--- src/hdl/embs_pkg.sv ---
`default_nettype none

package embs_pkg;

  // Row size and derived widths
  localparam int NUM_BUCKETS = 64;
  localparam int CNT_W       = $clog2(NUM_BUCKETS + 1);
  localparam int IDX_W       = (NUM_BUCKETS > 1) ? $clog2(NUM_BUCKETS) : 1;

  localparam int LVL_W      = 16;
  localparam int CFG_W      = 16;
  localparam int ARR_W      = 16;
  localparam int DROP_W     = 16;
  localparam int SENT_W     = LVL_W + CNT_W;
  localparam int SENT_OUT_W = 22;
  localparam int ACT_OUT_W  = 7;
  localparam int SENT_EXT_W = (SENT_W > SENT_OUT_W) ? SENT_W : SENT_OUT_W;
  localparam int ACT_EXT_W  = (CNT_W > ACT_OUT_W) ? CNT_W : ACT_OUT_W;

  localparam logic [SENT_OUT_W-1:0] SENT_MAX = '1;
  localparam logic [ACT_OUT_W-1:0]  ACT_MAX  = '1;

  localparam int IN_TDATA_W  = 16;
  localparam int OUT_TDATA_W = 48;

  // Configuration register indexes
  localparam int CFG_IDX_W = 1;
  localparam logic [CFG_IDX_W-1:0] CFG_CAPACITY   = 1'b0;
  localparam logic [CFG_IDX_W-1:0] CFG_DRAIN_RATE = 1'b1;

  localparam logic [CFG_W-1:0] CAPACITY_RESET   = 16'd16;
  localparam logic [CFG_W-1:0] DRAIN_RATE_RESET = 16'd4;

  typedef enum logic [2:0] {
    ST_IDLE,
    ST_FILL,
    ST_OPEN,
    ST_DRAIN,
    ST_OUT
  } state_e;

  typedef struct packed {
    logic start;
    logic fill;
    logic rewind;
    logic open;
    logic drain;
    logic load_out;
  } dp_cmd_t;

  typedef struct packed {
    logic fill_done;
    logic open_done;
    logic drain_done;
    logic out_free;
  } dp_sts_t;

endpackage

`default_nettype wire

--- src/hdl/elastic_multi_bucket_shaper_unit.sv ---
`default_nettype none

// Channel  | Dir | Handshake            | Payload
// ---------+-----+----------------------+------------------------------------------
// s_*      | in  | s_tvalid_i/s_tready_o| tdata[15:0] arrivals
// m_*      | out | m_tvalid_o/m_tready_i| tdata[21:0] sent, [28:22] active_buckets,
//          |     |                      | [44:29] dropped, [47:45] zero
// cfg_*    | in  | cfg_we_i             | cfg_idx_i selects register, cfg_wdata_i
//
// Each request runs a fill pass over the F open buckets, opens O new ones, then drains
// the D buckets that are open (D <= F + O), reading each through the level RAM, which
// gives one read and one write per cycle.
// Reset clears the active count to one and marks every bucket level as zero.
// A new request is taken while the previous result still waits in the output
// register; that result holds the next request at its final load until m_tready_i.

module elastic_multi_bucket_shaper_unit
  import embs_pkg::*;
(
  input  wire logic                   clk_i,
  input  wire logic                   rst_ni,
  input  wire logic                   s_tvalid_i,
  output logic                        s_tready_o,
  input  wire logic [IN_TDATA_W-1:0]  s_tdata_i,   // [15:0] arrivals
  output logic                        m_tvalid_o,
  input  wire logic                   m_tready_i,
  output logic [OUT_TDATA_W-1:0]      m_tdata_o,   // sent, active_buckets, dropped, pad
  input  wire logic                   cfg_we_i,
  input  wire logic [CFG_IDX_W-1:0]   cfg_idx_i,
  input  wire logic [CFG_W-1:0]       cfg_wdata_i
);

  logic [CFG_W-1:0]      capacity_q, capacity_d;
  logic [CFG_W-1:0]      drain_rate_q, drain_rate_d;
  dp_cmd_t               cmd;
  dp_sts_t               sts;
  logic [SENT_OUT_W-1:0] sent;
  logic [ACT_OUT_W-1:0]  active;
  logic [DROP_W-1:0]     dropped;

  // Configuration writes land at once; the user must write only while idle, unchecked
  always_comb begin
    capacity_d   = capacity_q;
    drain_rate_d = drain_rate_q;
    if (cfg_we_i) begin
      case (cfg_idx_i)
        CFG_CAPACITY:   capacity_d   = cfg_wdata_i;
        CFG_DRAIN_RATE: drain_rate_d = cfg_wdata_i;
        default: begin
          capacity_d = capacity_q;
        end
      endcase
    end
  end

  always_ff @(posedge clk_i or negedge rst_ni) begin
    if (!rst_ni) begin
      capacity_q   <= CAPACITY_RESET;
      drain_rate_q <= DRAIN_RATE_RESET;
    end else begin
      capacity_q   <= capacity_d;
      drain_rate_q <= drain_rate_d;
    end
  end

  // Sequence the fill, open and drain passes
  embs_ctrl u_ctrl (
    .clk_i       (clk_i),
    .rst_ni      (rst_ni),
    .req_valid_i (s_tvalid_i),
    .req_ready_o (s_tready_o),
    .sts_i       (sts),
    .cmd_o       (cmd)
  );

  // Bucket levels, running totals and the result register
  embs_dpath u_dpath (
    .clk_i        (clk_i),
    .rst_ni       (rst_ni),
    .cmd_i        (cmd),
    .sts_o        (sts),
    .arrivals_i   (s_tdata_i[ARR_W-1:0]),
    .capacity_i   (capacity_q),
    .drain_rate_i (drain_rate_q),
    .out_ready_i  (m_tready_i),
    .out_valid_o  (m_tvalid_o),
    .sent_o       (sent),
    .active_o     (active),
    .dropped_o    (dropped)
  );

  // Pack result fields from the lowest bit up, pad to whole bytes
  assign m_tdata_o = {
    {(OUT_TDATA_W - SENT_OUT_W - ACT_OUT_W - DROP_W){1'b0}},
    dropped,
    active,
    sent
  };

endmodule

`default_nettype wire

--- src/hdl/embs_ram.sv ---
`default_nettype none

module embs_ram #(
  parameter int WIDTH = 16,
  parameter int DEPTH = 64
) (
  input  wire logic                                     clk_i,
  input  wire logic                                     we_i,
  input  wire logic [((DEPTH > 1) ? $clog2(DEPTH) : 1)-1:0] waddr_i,
  input  wire logic [WIDTH-1:0]                         wdata_i,
  input  wire logic [((DEPTH > 1) ? $clog2(DEPTH) : 1)-1:0] raddr_i,
  output logic      [WIDTH-1:0]                         rdata_o
);

  logic [WIDTH-1:0] mem_q [DEPTH];
  logic [WIDTH-1:0] rdata_q;

  always_ff @(posedge clk_i) begin
    if (we_i) begin
      mem_q[waddr_i] <= wdata_i;
    end
    rdata_q <= mem_q[raddr_i];
  end

  assign rdata_o = rdata_q;

endmodule

`default_nettype wire

--- src/hdl/embs_ctrl.sv ---
`default_nettype none

module embs_ctrl
  import embs_pkg::*;
(
  input  wire logic    clk_i,
  input  wire logic    rst_ni,
  input  wire logic    req_valid_i,
  output logic         req_ready_o,
  input  wire dp_sts_t sts_i,
  output dp_cmd_t      cmd_o
);

  state_e state_q, state_d;

  always_ff @(posedge clk_i or negedge rst_ni) begin
    if (!rst_ni) begin
      state_q <= ST_IDLE;
    end else begin
      state_q <= state_d;
    end
  end

  always_comb begin
    state_d     = state_q;
    cmd_o       = '0;
    req_ready_o = 1'b0;
    case (state_q)
      ST_IDLE: begin
        req_ready_o = 1'b1;
        if (req_valid_i) begin
          cmd_o.start = 1'b1;
          state_d     = ST_FILL;
        end
      end
      ST_FILL: begin
        cmd_o.fill = 1'b1;
        if (sts_i.fill_done) begin
          cmd_o.rewind = 1'b1;
          state_d      = ST_OPEN;
        end
      end
      ST_OPEN: begin
        cmd_o.open = 1'b1;
        if (sts_i.open_done) begin
          state_d = ST_DRAIN;
        end
      end
      ST_DRAIN: begin
        cmd_o.drain = 1'b1;
        if (sts_i.drain_done) begin
          state_d = ST_OUT;
        end
      end
      ST_OUT: begin
        if (sts_i.out_free) begin
          cmd_o.load_out = 1'b1;
          state_d        = ST_IDLE;
        end
      end
      default: begin
        state_d = ST_IDLE;
      end
    endcase
  end

endmodule

`default_nettype wire

--- src/hdl/embs_dpath.sv ---
`default_nettype none

module embs_dpath
  import embs_pkg::*;
(
  input  wire logic                  clk_i,
  input  wire logic                  rst_ni,
  input  wire dp_cmd_t               cmd_i,
  output dp_sts_t                    sts_o,
  input  wire logic [ARR_W-1:0]      arrivals_i,
  input  wire logic [CFG_W-1:0]      capacity_i,
  input  wire logic [CFG_W-1:0]      drain_rate_i,
  input  wire logic                  out_ready_i,
  output logic                       out_valid_o,
  output logic [SENT_OUT_W-1:0]      sent_o,
  output logic [ACT_OUT_W-1:0]       active_o,
  output logic [DROP_W-1:0]          dropped_o
);

  logic [ARR_W-1:0]       left_q, left_d;
  logic [SENT_W-1:0]      sent_q, sent_d;
  logic [CNT_W-1:0]       count_q, count_d;
  logic [CNT_W-1:0]       rd_idx_q, rd_idx_d;
  logic [CNT_W-1:0]       ridx_q;
  logic                   rvalid_q;
  logic [NUM_BUCKETS-1:0] valid_q;

  logic                   out_valid_q, out_valid_d;
  logic [SENT_OUT_W-1:0]  out_sent_q;
  logic [ACT_OUT_W-1:0]   out_active_q;
  logic [DROP_W-1:0]      out_dropped_q;

  logic                   issue;
  logic                   live;
  logic                   open_done;
  logic [LVL_W-1:0]       rdata;
  logic [LVL_W-1:0]       level;
  logic [LVL_W-1:0]       room;
  logic [LVL_W-1:0]       take_fill;
  logic [LVL_W-1:0]       take_open;
  logic [LVL_W-1:0]       give;
  logic                   we;
  logic [IDX_W-1:0]       waddr;
  logic [LVL_W-1:0]       wdata;
  logic [SENT_EXT_W-1:0]  sent_ext;
  logic [ACT_EXT_W-1:0]   act_ext;
  logic [SENT_OUT_W-1:0]  sent_sat;
  logic [ACT_OUT_W-1:0]   act_sat;

  embs_ram #(
    .WIDTH (LVL_W),
    .DEPTH (NUM_BUCKETS)
  ) u_level_ram (
    .clk_i   (clk_i),
    .we_i    (we),
    .waddr_i (waddr),
    .wdata_i (wdata),
    .raddr_i (rd_idx_q[IDX_W-1:0]),
    .rdata_o (rdata)
  );

  // Read one bucket per cycle; the bucket read last cycle is updated now
  assign issue     = (cmd_i.fill || cmd_i.drain) && (rd_idx_q < count_q);
  assign live      = rvalid_q && (ridx_q < count_q);
  assign level     = valid_q[ridx_q[IDX_W-1:0]] ? rdata : '0;
  assign room      = (level < capacity_i) ? (capacity_i - level) : '0;
  assign take_fill = (left_q < room) ? left_q : room;
  assign take_open = (left_q < capacity_i) ? left_q : capacity_i;
  assign give      = (level < drain_rate_i) ? level : drain_rate_i;
  assign open_done = (left_q == '0) || (count_q == CNT_W'(NUM_BUCKETS));

  assign sts_o.fill_done  = (rd_idx_q >= count_q) && !rvalid_q;
  assign sts_o.drain_done = (rd_idx_q >= count_q) && !rvalid_q;
  assign sts_o.open_done  = open_done;
  assign sts_o.out_free   = !out_valid_q || out_ready_i;

  always_comb begin
    we       = 1'b0;
    waddr    = ridx_q[IDX_W-1:0];
    wdata    = level;
    left_d   = left_q;
    count_d  = count_q;
    sent_d   = sent_q;
    rd_idx_d = issue ? (rd_idx_q + CNT_W'(1)) : rd_idx_q;
    if (cmd_i.start) begin
      left_d   = arrivals_i;
      sent_d   = '0;
      rd_idx_d = '0;
    end
    if (cmd_i.rewind) begin
      rd_idx_d = '0;
    end
    if (cmd_i.fill && live) begin
      we     = 1'b1;
      wdata  = level + take_fill;
      left_d = left_q - take_fill;
    end
    if (cmd_i.open && !open_done) begin
      we      = 1'b1;
      waddr   = count_q[IDX_W-1:0];
      wdata   = take_open;
      left_d  = left_q - take_open;
      count_d = count_q + CNT_W'(1);
    end
    if (cmd_i.drain && live) begin
      if (level == '0) begin
        // first empty bucket closes the tail
        count_d = ridx_q;
      end else begin
        we     = 1'b1;
        wdata  = level - give;
        sent_d = sent_q + SENT_W'(give);
      end
    end
  end

  assign sent_ext = SENT_EXT_W'(sent_q);
  assign act_ext  = ACT_EXT_W'(count_q);
  assign sent_sat = (sent_ext > SENT_EXT_W'(SENT_MAX)) ? SENT_MAX
                                                       : sent_ext[SENT_OUT_W-1:0];
  assign act_sat  = (act_ext > ACT_EXT_W'(ACT_MAX)) ? ACT_MAX : act_ext[ACT_OUT_W-1:0];

  always_comb begin
    out_valid_d = out_valid_q;
    if (cmd_i.load_out) begin
      out_valid_d = 1'b1;
    end else if (out_ready_i) begin
      out_valid_d = 1'b0;
    end
  end

  always_ff @(posedge clk_i or negedge rst_ni) begin
    if (!rst_ni) begin
      count_q     <= CNT_W'(1);
      rd_idx_q    <= '0;
      rvalid_q    <= 1'b0;
      valid_q     <= '0;
      out_valid_q <= 1'b0;
    end else begin
      count_q     <= count_d;
      rd_idx_q    <= rd_idx_d;
      rvalid_q    <= issue;
      out_valid_q <= out_valid_d;
      if (we) begin
        valid_q[waddr] <= 1'b1;
      end
    end
  end

  always_ff @(posedge clk_i) begin
    left_q <= left_d;
    sent_q <= sent_d;
    ridx_q <= rd_idx_q;
    if (cmd_i.load_out) begin
      out_sent_q    <= sent_sat;
      out_active_q  <= act_sat;
      out_dropped_q <= left_q;
    end
  end

  assign out_valid_o = out_valid_q;
  assign sent_o      = out_sent_q;
  assign active_o    = out_active_q;
  assign dropped_o   = out_dropped_q;

`ifndef SYNTHESIS
  a_count_range: assert property (@(posedge clk_i) disable iff (!rst_ni)
    count_q <= CNT_W'(NUM_BUCKETS))
    else $error("active count beyond row size");

  a_open_grows: assert property (@(posedge clk_i) disable iff (!rst_ni)
    cmd_i.open && !open_done |=> count_q == $past(count_q) + CNT_W'(1))
    else $error("opening a bucket did not advance the count");

  a_fill_bound: assert property (@(posedge clk_i) disable iff (!rst_ni)
    cmd_i.fill && live |-> (wdata <= capacity_i) || (wdata == level))
    else $error("fill pushed a bucket above capacity");

  a_no_overwrite: assert property (@(posedge clk_i) disable iff (!rst_ni)
    cmd_i.load_out |-> !out_valid_q || out_ready_i)
    else $error("result register overwritten before taken");
`endif

endmodule

`default_nettype wire

--- config.mk ---
export PLATFORM = sky130hd
export DESIGN_NAME = elastic_multi_bucket_shaper_unit
export DESIGN_NICKNAME = d
export VERILOG_FILES = /design/src/hdl/embs_pkg.sv /design/src/hdl/elastic_multi_bucket_shaper_unit.sv /design/src/hdl/embs_ram.sv /design/src/hdl/embs_ctrl.sv /design/src/hdl/embs_dpath.sv
export SDC_FILE = /design/constraint.sdc
export NUM_CORES = 2
export LEC_CHECK = 0
export BUFFER_PORTS_ARGS = -buffer_cell sky130_fd_sc_hd__buf_2
export CORE_MARGIN = 2
export CORE_UTILIZATION = 64
export CTS_BUF_LIST = sky130_fd_sc_hd__clkbuf_4 sky130_fd_sc_hd__clkbuf_8
export DETAILED_ROUTE_END_ITERATION = 16
export PLACE_DENSITY = 0.82
export SYNTH_ARGS = -nofsm -noshare
export SYNTH_HDL_FRONTEND = slang
export SYNTH_HIERARCHICAL = 1
export SYNTH_SLANG_ARGS = --single-unit
--- constraint.sdc ---
create_clock -name clk_i -period 14.16 [get_ports clk_i]
set_clock_uncertainty 0.15 [all_clocks]
set_input_delay 1.416 -clock clk_i [delete_from_list [all_inputs] [get_ports clk_i]]
set_output_delay 1.416 -clock clk_i [all_outputs]
set_load 0.05 [all_outputs]
==> results by group <==
Logic synthesis
  – Unique masters post-synth: 97
  – Mapped Area: 0.0556 mm2
  – Sequential share of the synthesized area: 65.4%
  – Syn avg cell area: 15.9 um2
  – FF+latch count, synth: 1246
  – Synth warn: 6
  – Number of enable flip-flop cells after synthesis: 1085
  – Primary FF master, synth: edfxtp_1
  – Post-synth ARST share: 9.23%
  – Post-Synthesis Cells: 3500

Routing
  – Via count: 32900
  – Drt wl/cell: 26.8 um
  – Post-DRT Antenna Nets: 0
  – DR vias/cell: 6.55
  – Routed WL: 135000 um
  – 1st-iter DRT viols: 4395
  – DRC: 0
  – First-pass detailed-route iteration total: 5

Status
  – Status: complete, no violations

Critical path
  – Crit end category: flop
  – Reg2reg end: u_dpath/u_level_ram/mem_q[16][15]
  – WP data arrival: 11140 ps
  – Worst path bufs/invs: 4
  – Worst-path fanout max: 64
  – Reg2reg start: u_dpath/ridx_q[0]
  – CP peak stage delay: 1070 ps
  – Worst EP required: 14530 ps
  – Cell mode on critical path: ha_1
  – Critical-path top delay cell: dfxtp_1
  – Startpoint class of the critical path: flop
  – R2R setup slack: 3390 ps
  – FF-to-FF path depth: 35
  – Worst path top cell family by delay: compound AO/OA/AOI/OAI gates
  – Crit path kind: reg2reg

Layout
  – Final Instance Area: 0.0613 mm2
  – Layout cell share with drive strength beyond 1: 23.5%
  – Synth-to-Final Area Change: 10.1%
  – Final core utilization: 70.8%
  – Nets@finish: 3910

Hold path
  – WHS Endpoint: u_dpath/ridx_q[6]
  – Hold Path Depth: 0
  – Min-delay src: u_dpath/rd_idx_q[6]
  – Hold WC Path Type: reg2reg

Timing
  – PnR worst setup slack: 3390 ps
  – Crit share post-route: 76.0%
  – Max_slew headroom: 18.6%
  – Unrepaired setup endpoints after global routing: false
  – TNS Setup: 0 ps
  – Final Slew Violations: 0
  – Fmax: 0.0929 GHz
  – Min cycle time layout: 10770 ps
  – Endpoints failing setup: 0
  – Slew @ Worst Pin: 1220 ps
  – Final Hold Violating Endpoints: 0

CTS
  – H-tree levels: 4
  – Post-cts sizing count: 0
  – Worst-path clk slew: 60 ps
  – CTS tree: done
  – Maximum buffer depth of the clock tree: 3
  – CTS Root Cell: clkbuf_8
  – Cts hold-fix bufs: 0
  – Worst skew pair latency: 900 ps
  – Post CTS Setup Buffer Count: 0
  – CTS Buf Count: 189
  – CTS sink count: 1246

Floorplan
  – Row count: 108
  – Die area: 0.0893 mm2
  – I/O pins: 88
  – Die Wd: 299 um
  – Chip height: 299 um
  – Core area: 0.0865 mm2
  – Initial core utilization: 64.3%

Global route
  – Total global-route track usage: 30.5%
  – First-pass GRT wire length: 201000 um
  – Overflow after GRT: 0
  – Initial antenna violation count: 6
  – Pin count of the biggest net entering global routing: 106
  – Vias in the first global route: 32600

Placed design
  – Final GP Congestion: 0.961
  – DP Worst Slack: 3550 ps
  – PortBufs: 84
  – Dpl hpwl: 83800 um
  – Area post-placement: 0.0575 mm2

Run
  – MaxCap Viol Count: 0
placed cells by master (no fill, tap or decap), types with 24 or more instances in the layout:
| cell | synthesis | final |
|---|---|---|
| or2_2 | 27 | 27 |
| nor2b_1 | 39 | 36 |
| clkbuf_4 | 1 | 70 |
| nand4_1 | 32 | 32 |
| dfrtp_1 | 112 | 108 |
| ha_1 | 156 | 156 |
| nor3_1 | 46 | 43 |
| xnor2_1 | 56 | 56 |
| buf_2 | 46 | 83 |
| nand3_1 | 64 | 64 |
| clkinv_2 | 0 | 26 |
| mux2i_1 | 124 | 124 |
| inv_1 | 129 | 129 |
| dfxtp_1 | 46 | 46 |
| a21oi_1 | 104 | 99 |
| clkbuf_8 | 0 | 198 |
| xor2_1 | 24 | 24 |
| nand2_1 | 189 | 189 |
| a211oi_1 | 24 | 24 |
| nor2_1 | 183 | 174 |
| mux2_2 | 61 | 61 |
| edfxtp_1 | 1085 | 1085 |
| a21o_1 | 113 | 113 |
| buf_4 | 20 | 95 |
| a22oi_1 | 41 | 41 |
| mux4_2 | 234 | 234 |
| clkinv_1 | 0 | 33 |
| o21ai_0 | 81 | 72 |
layout make-up:
cell class	count	area, um2
Antenna cell	4	10.0
Clock buffer	268	3250
Clock inverter	77	534
Fill cell	5294	25200
Inverter	138	518
Multi-Input combinational cell	1955	17900
Sequential cell	1246	36400
Tap cell	1155	1450
Timing Repair Buffer	180	1170
stage by stage:
step           hold WS (ps)  std cells
2_1_floorplan           241       3502
3_3_place_gp            280       4674
3_5_place_dp            285       4674
4_1_cts                 282       5019
5_1_grt                 315       5020
6_report                284       5023
cells by family (layout without fill, tap and decap cells):
logic type	count (synthesis)	after routing	share of synthesized area, %
compound gates	560	560	6.99
xor+xnor	80	80	1.26
fa+ha+maj	162	162	3.73
buf+inv	301	663	2.80
flops	1246	1246	65.4
mux	433	433	13.4
other cells	1	7	0.00674
simple gates	717	717	6.39
metal layers:
layer | track usage, % | vias up | wire length (um)
li1 | - | 14200 | -
met1 | 42.4 | 16300 | 51100
met2 | 47.3 | 1984 | 63300
met3 | 7.17 | 349 | 15000
met4 | 12.8 | 8 | 5420
met5 | 0 | - | 49
flip-flops by register name, indices dropped and copies added, names as in the netlist:
| name | count |
|---|---|
| capacity_q | 16 |
| drain_rate_q | 16 |
| u_ctrl/state_q | 3 |
| u_dpath/act_ext | 7 |
| u_dpath/active_o | 7 |
| u_dpath/dropped_o | 16 |
| u_dpath/left_q | 16 |
| u_dpath/out_valid_o | 1 |
| u_dpath/rd_idx_q | 7 |
| u_dpath/ridx_q | 7 |
| u_dpath/rvalid_q | 1 |
| u_dpath/sent_ext | 23 |
| u_dpath/sent_o | 22 |
| u_dpath/u_level_ram/mem_q | 1024 |
| u_dpath/u_level_ram/rdata_o | 16 |
| u_dpath/valid_q | 64 |
Yosys cell counts (9+ instances only):
| cell | count | area share, % |
|---|---|---|
| edfxtp_1 | 1085 | 59 |
| mux4_2 | 234 | 9.5 |
| nand2_1 | 189 | 1.3 |
| nor2_1 | 183 | 1.2 |
| ha_1 | 156 | 3.5 |
| inv_1 | 129 | 0.87 |
| mux2i_1 | 124 | 2.2 |
| a21o_1 | 113 | 1.5 |
| dfrtp_1 | 112 | 5.0 |
| a21oi_1 | 104 | 0.94 |
| o21ai_0 | 81 | 0.73 |
| nand3_1 | 64 | 0.58 |
| mux2_2 | 61 | 1.2 |
| clkbuf_1 | 60 | 0.41 |
| xnor2_1 | 56 | 0.88 |
| buf_2 | 46 | 0.41 |
| dfxtp_1 | 46 | 1.7 |
| nor3_1 | 46 | 0.41 |
| a22oi_1 | 41 | 0.55 |
| nor2b_1 | 39 | 0.44 |
| nand4_1 | 32 | 0.36 |
| or2_2 | 27 | 0.30 |
| a211oi_1 | 24 | 0.32 |
| xor2_1 | 24 | 0.38 |
| a31oi_1 | 23 | 0.26 |
| buf_6 | 23 | 0.47 |
| nand2b_1 | 23 | 0.26 |
| o211ai_1 | 23 | 0.31 |
| buf_4 | 20 | 0.27 |
| a221oi_1 | 18 | 0.28 |
| nor4_1 | 16 | 0.18 |
| and2_1 | 14 | 0.16 |
| and3_1 | 14 | 0.16 |
| nand3b_1 | 14 | 0.19 |
| o21a_1 | 14 | 0.19 |
| o31ai_1 | 13 | 0.18 |
| a211o_1 | 12 | 0.19 |
| a311oi_1 | 12 | 0.19 |
| or3_1 | 12 | 0.13 |
| mux2_4 | 10 | 0.27 |
| a31o_2 | 9 | 0.14 |
| inv_2 | 9 | 0.061 |
how the worst max path moves through the flow:
stage	depth (start not counted)	slack, ps	endpoint	start
after floorplan	35	2990	u_dpath/u_level_ram/mem_q[0][12]	u_dpath/ridx_q[0]
after global placement	36	3750	u_dpath/u_level_ram/mem_q[7][14]	u_dpath/ridx_q[0]
after detailed placement	35	3550	u_dpath/u_level_ram/mem_q[18][15]	u_dpath/ridx_q[0]
after CTS	35	3500	u_dpath/u_level_ram/mem_q[16][15]	u_dpath/ridx_q[0]
after global routing	34	2580	u_dpath/u_level_ram/mem_q[8][13]	u_dpath/ridx_q[0]
final	35	3390	u_dpath/u_level_ram/mem_q[16][15]	u_dpath/ridx_q[0]
Power is left out: the tool's default activity adds up to more than one toggle a clock period on the data nets, which glitch-free logic cannot reach.
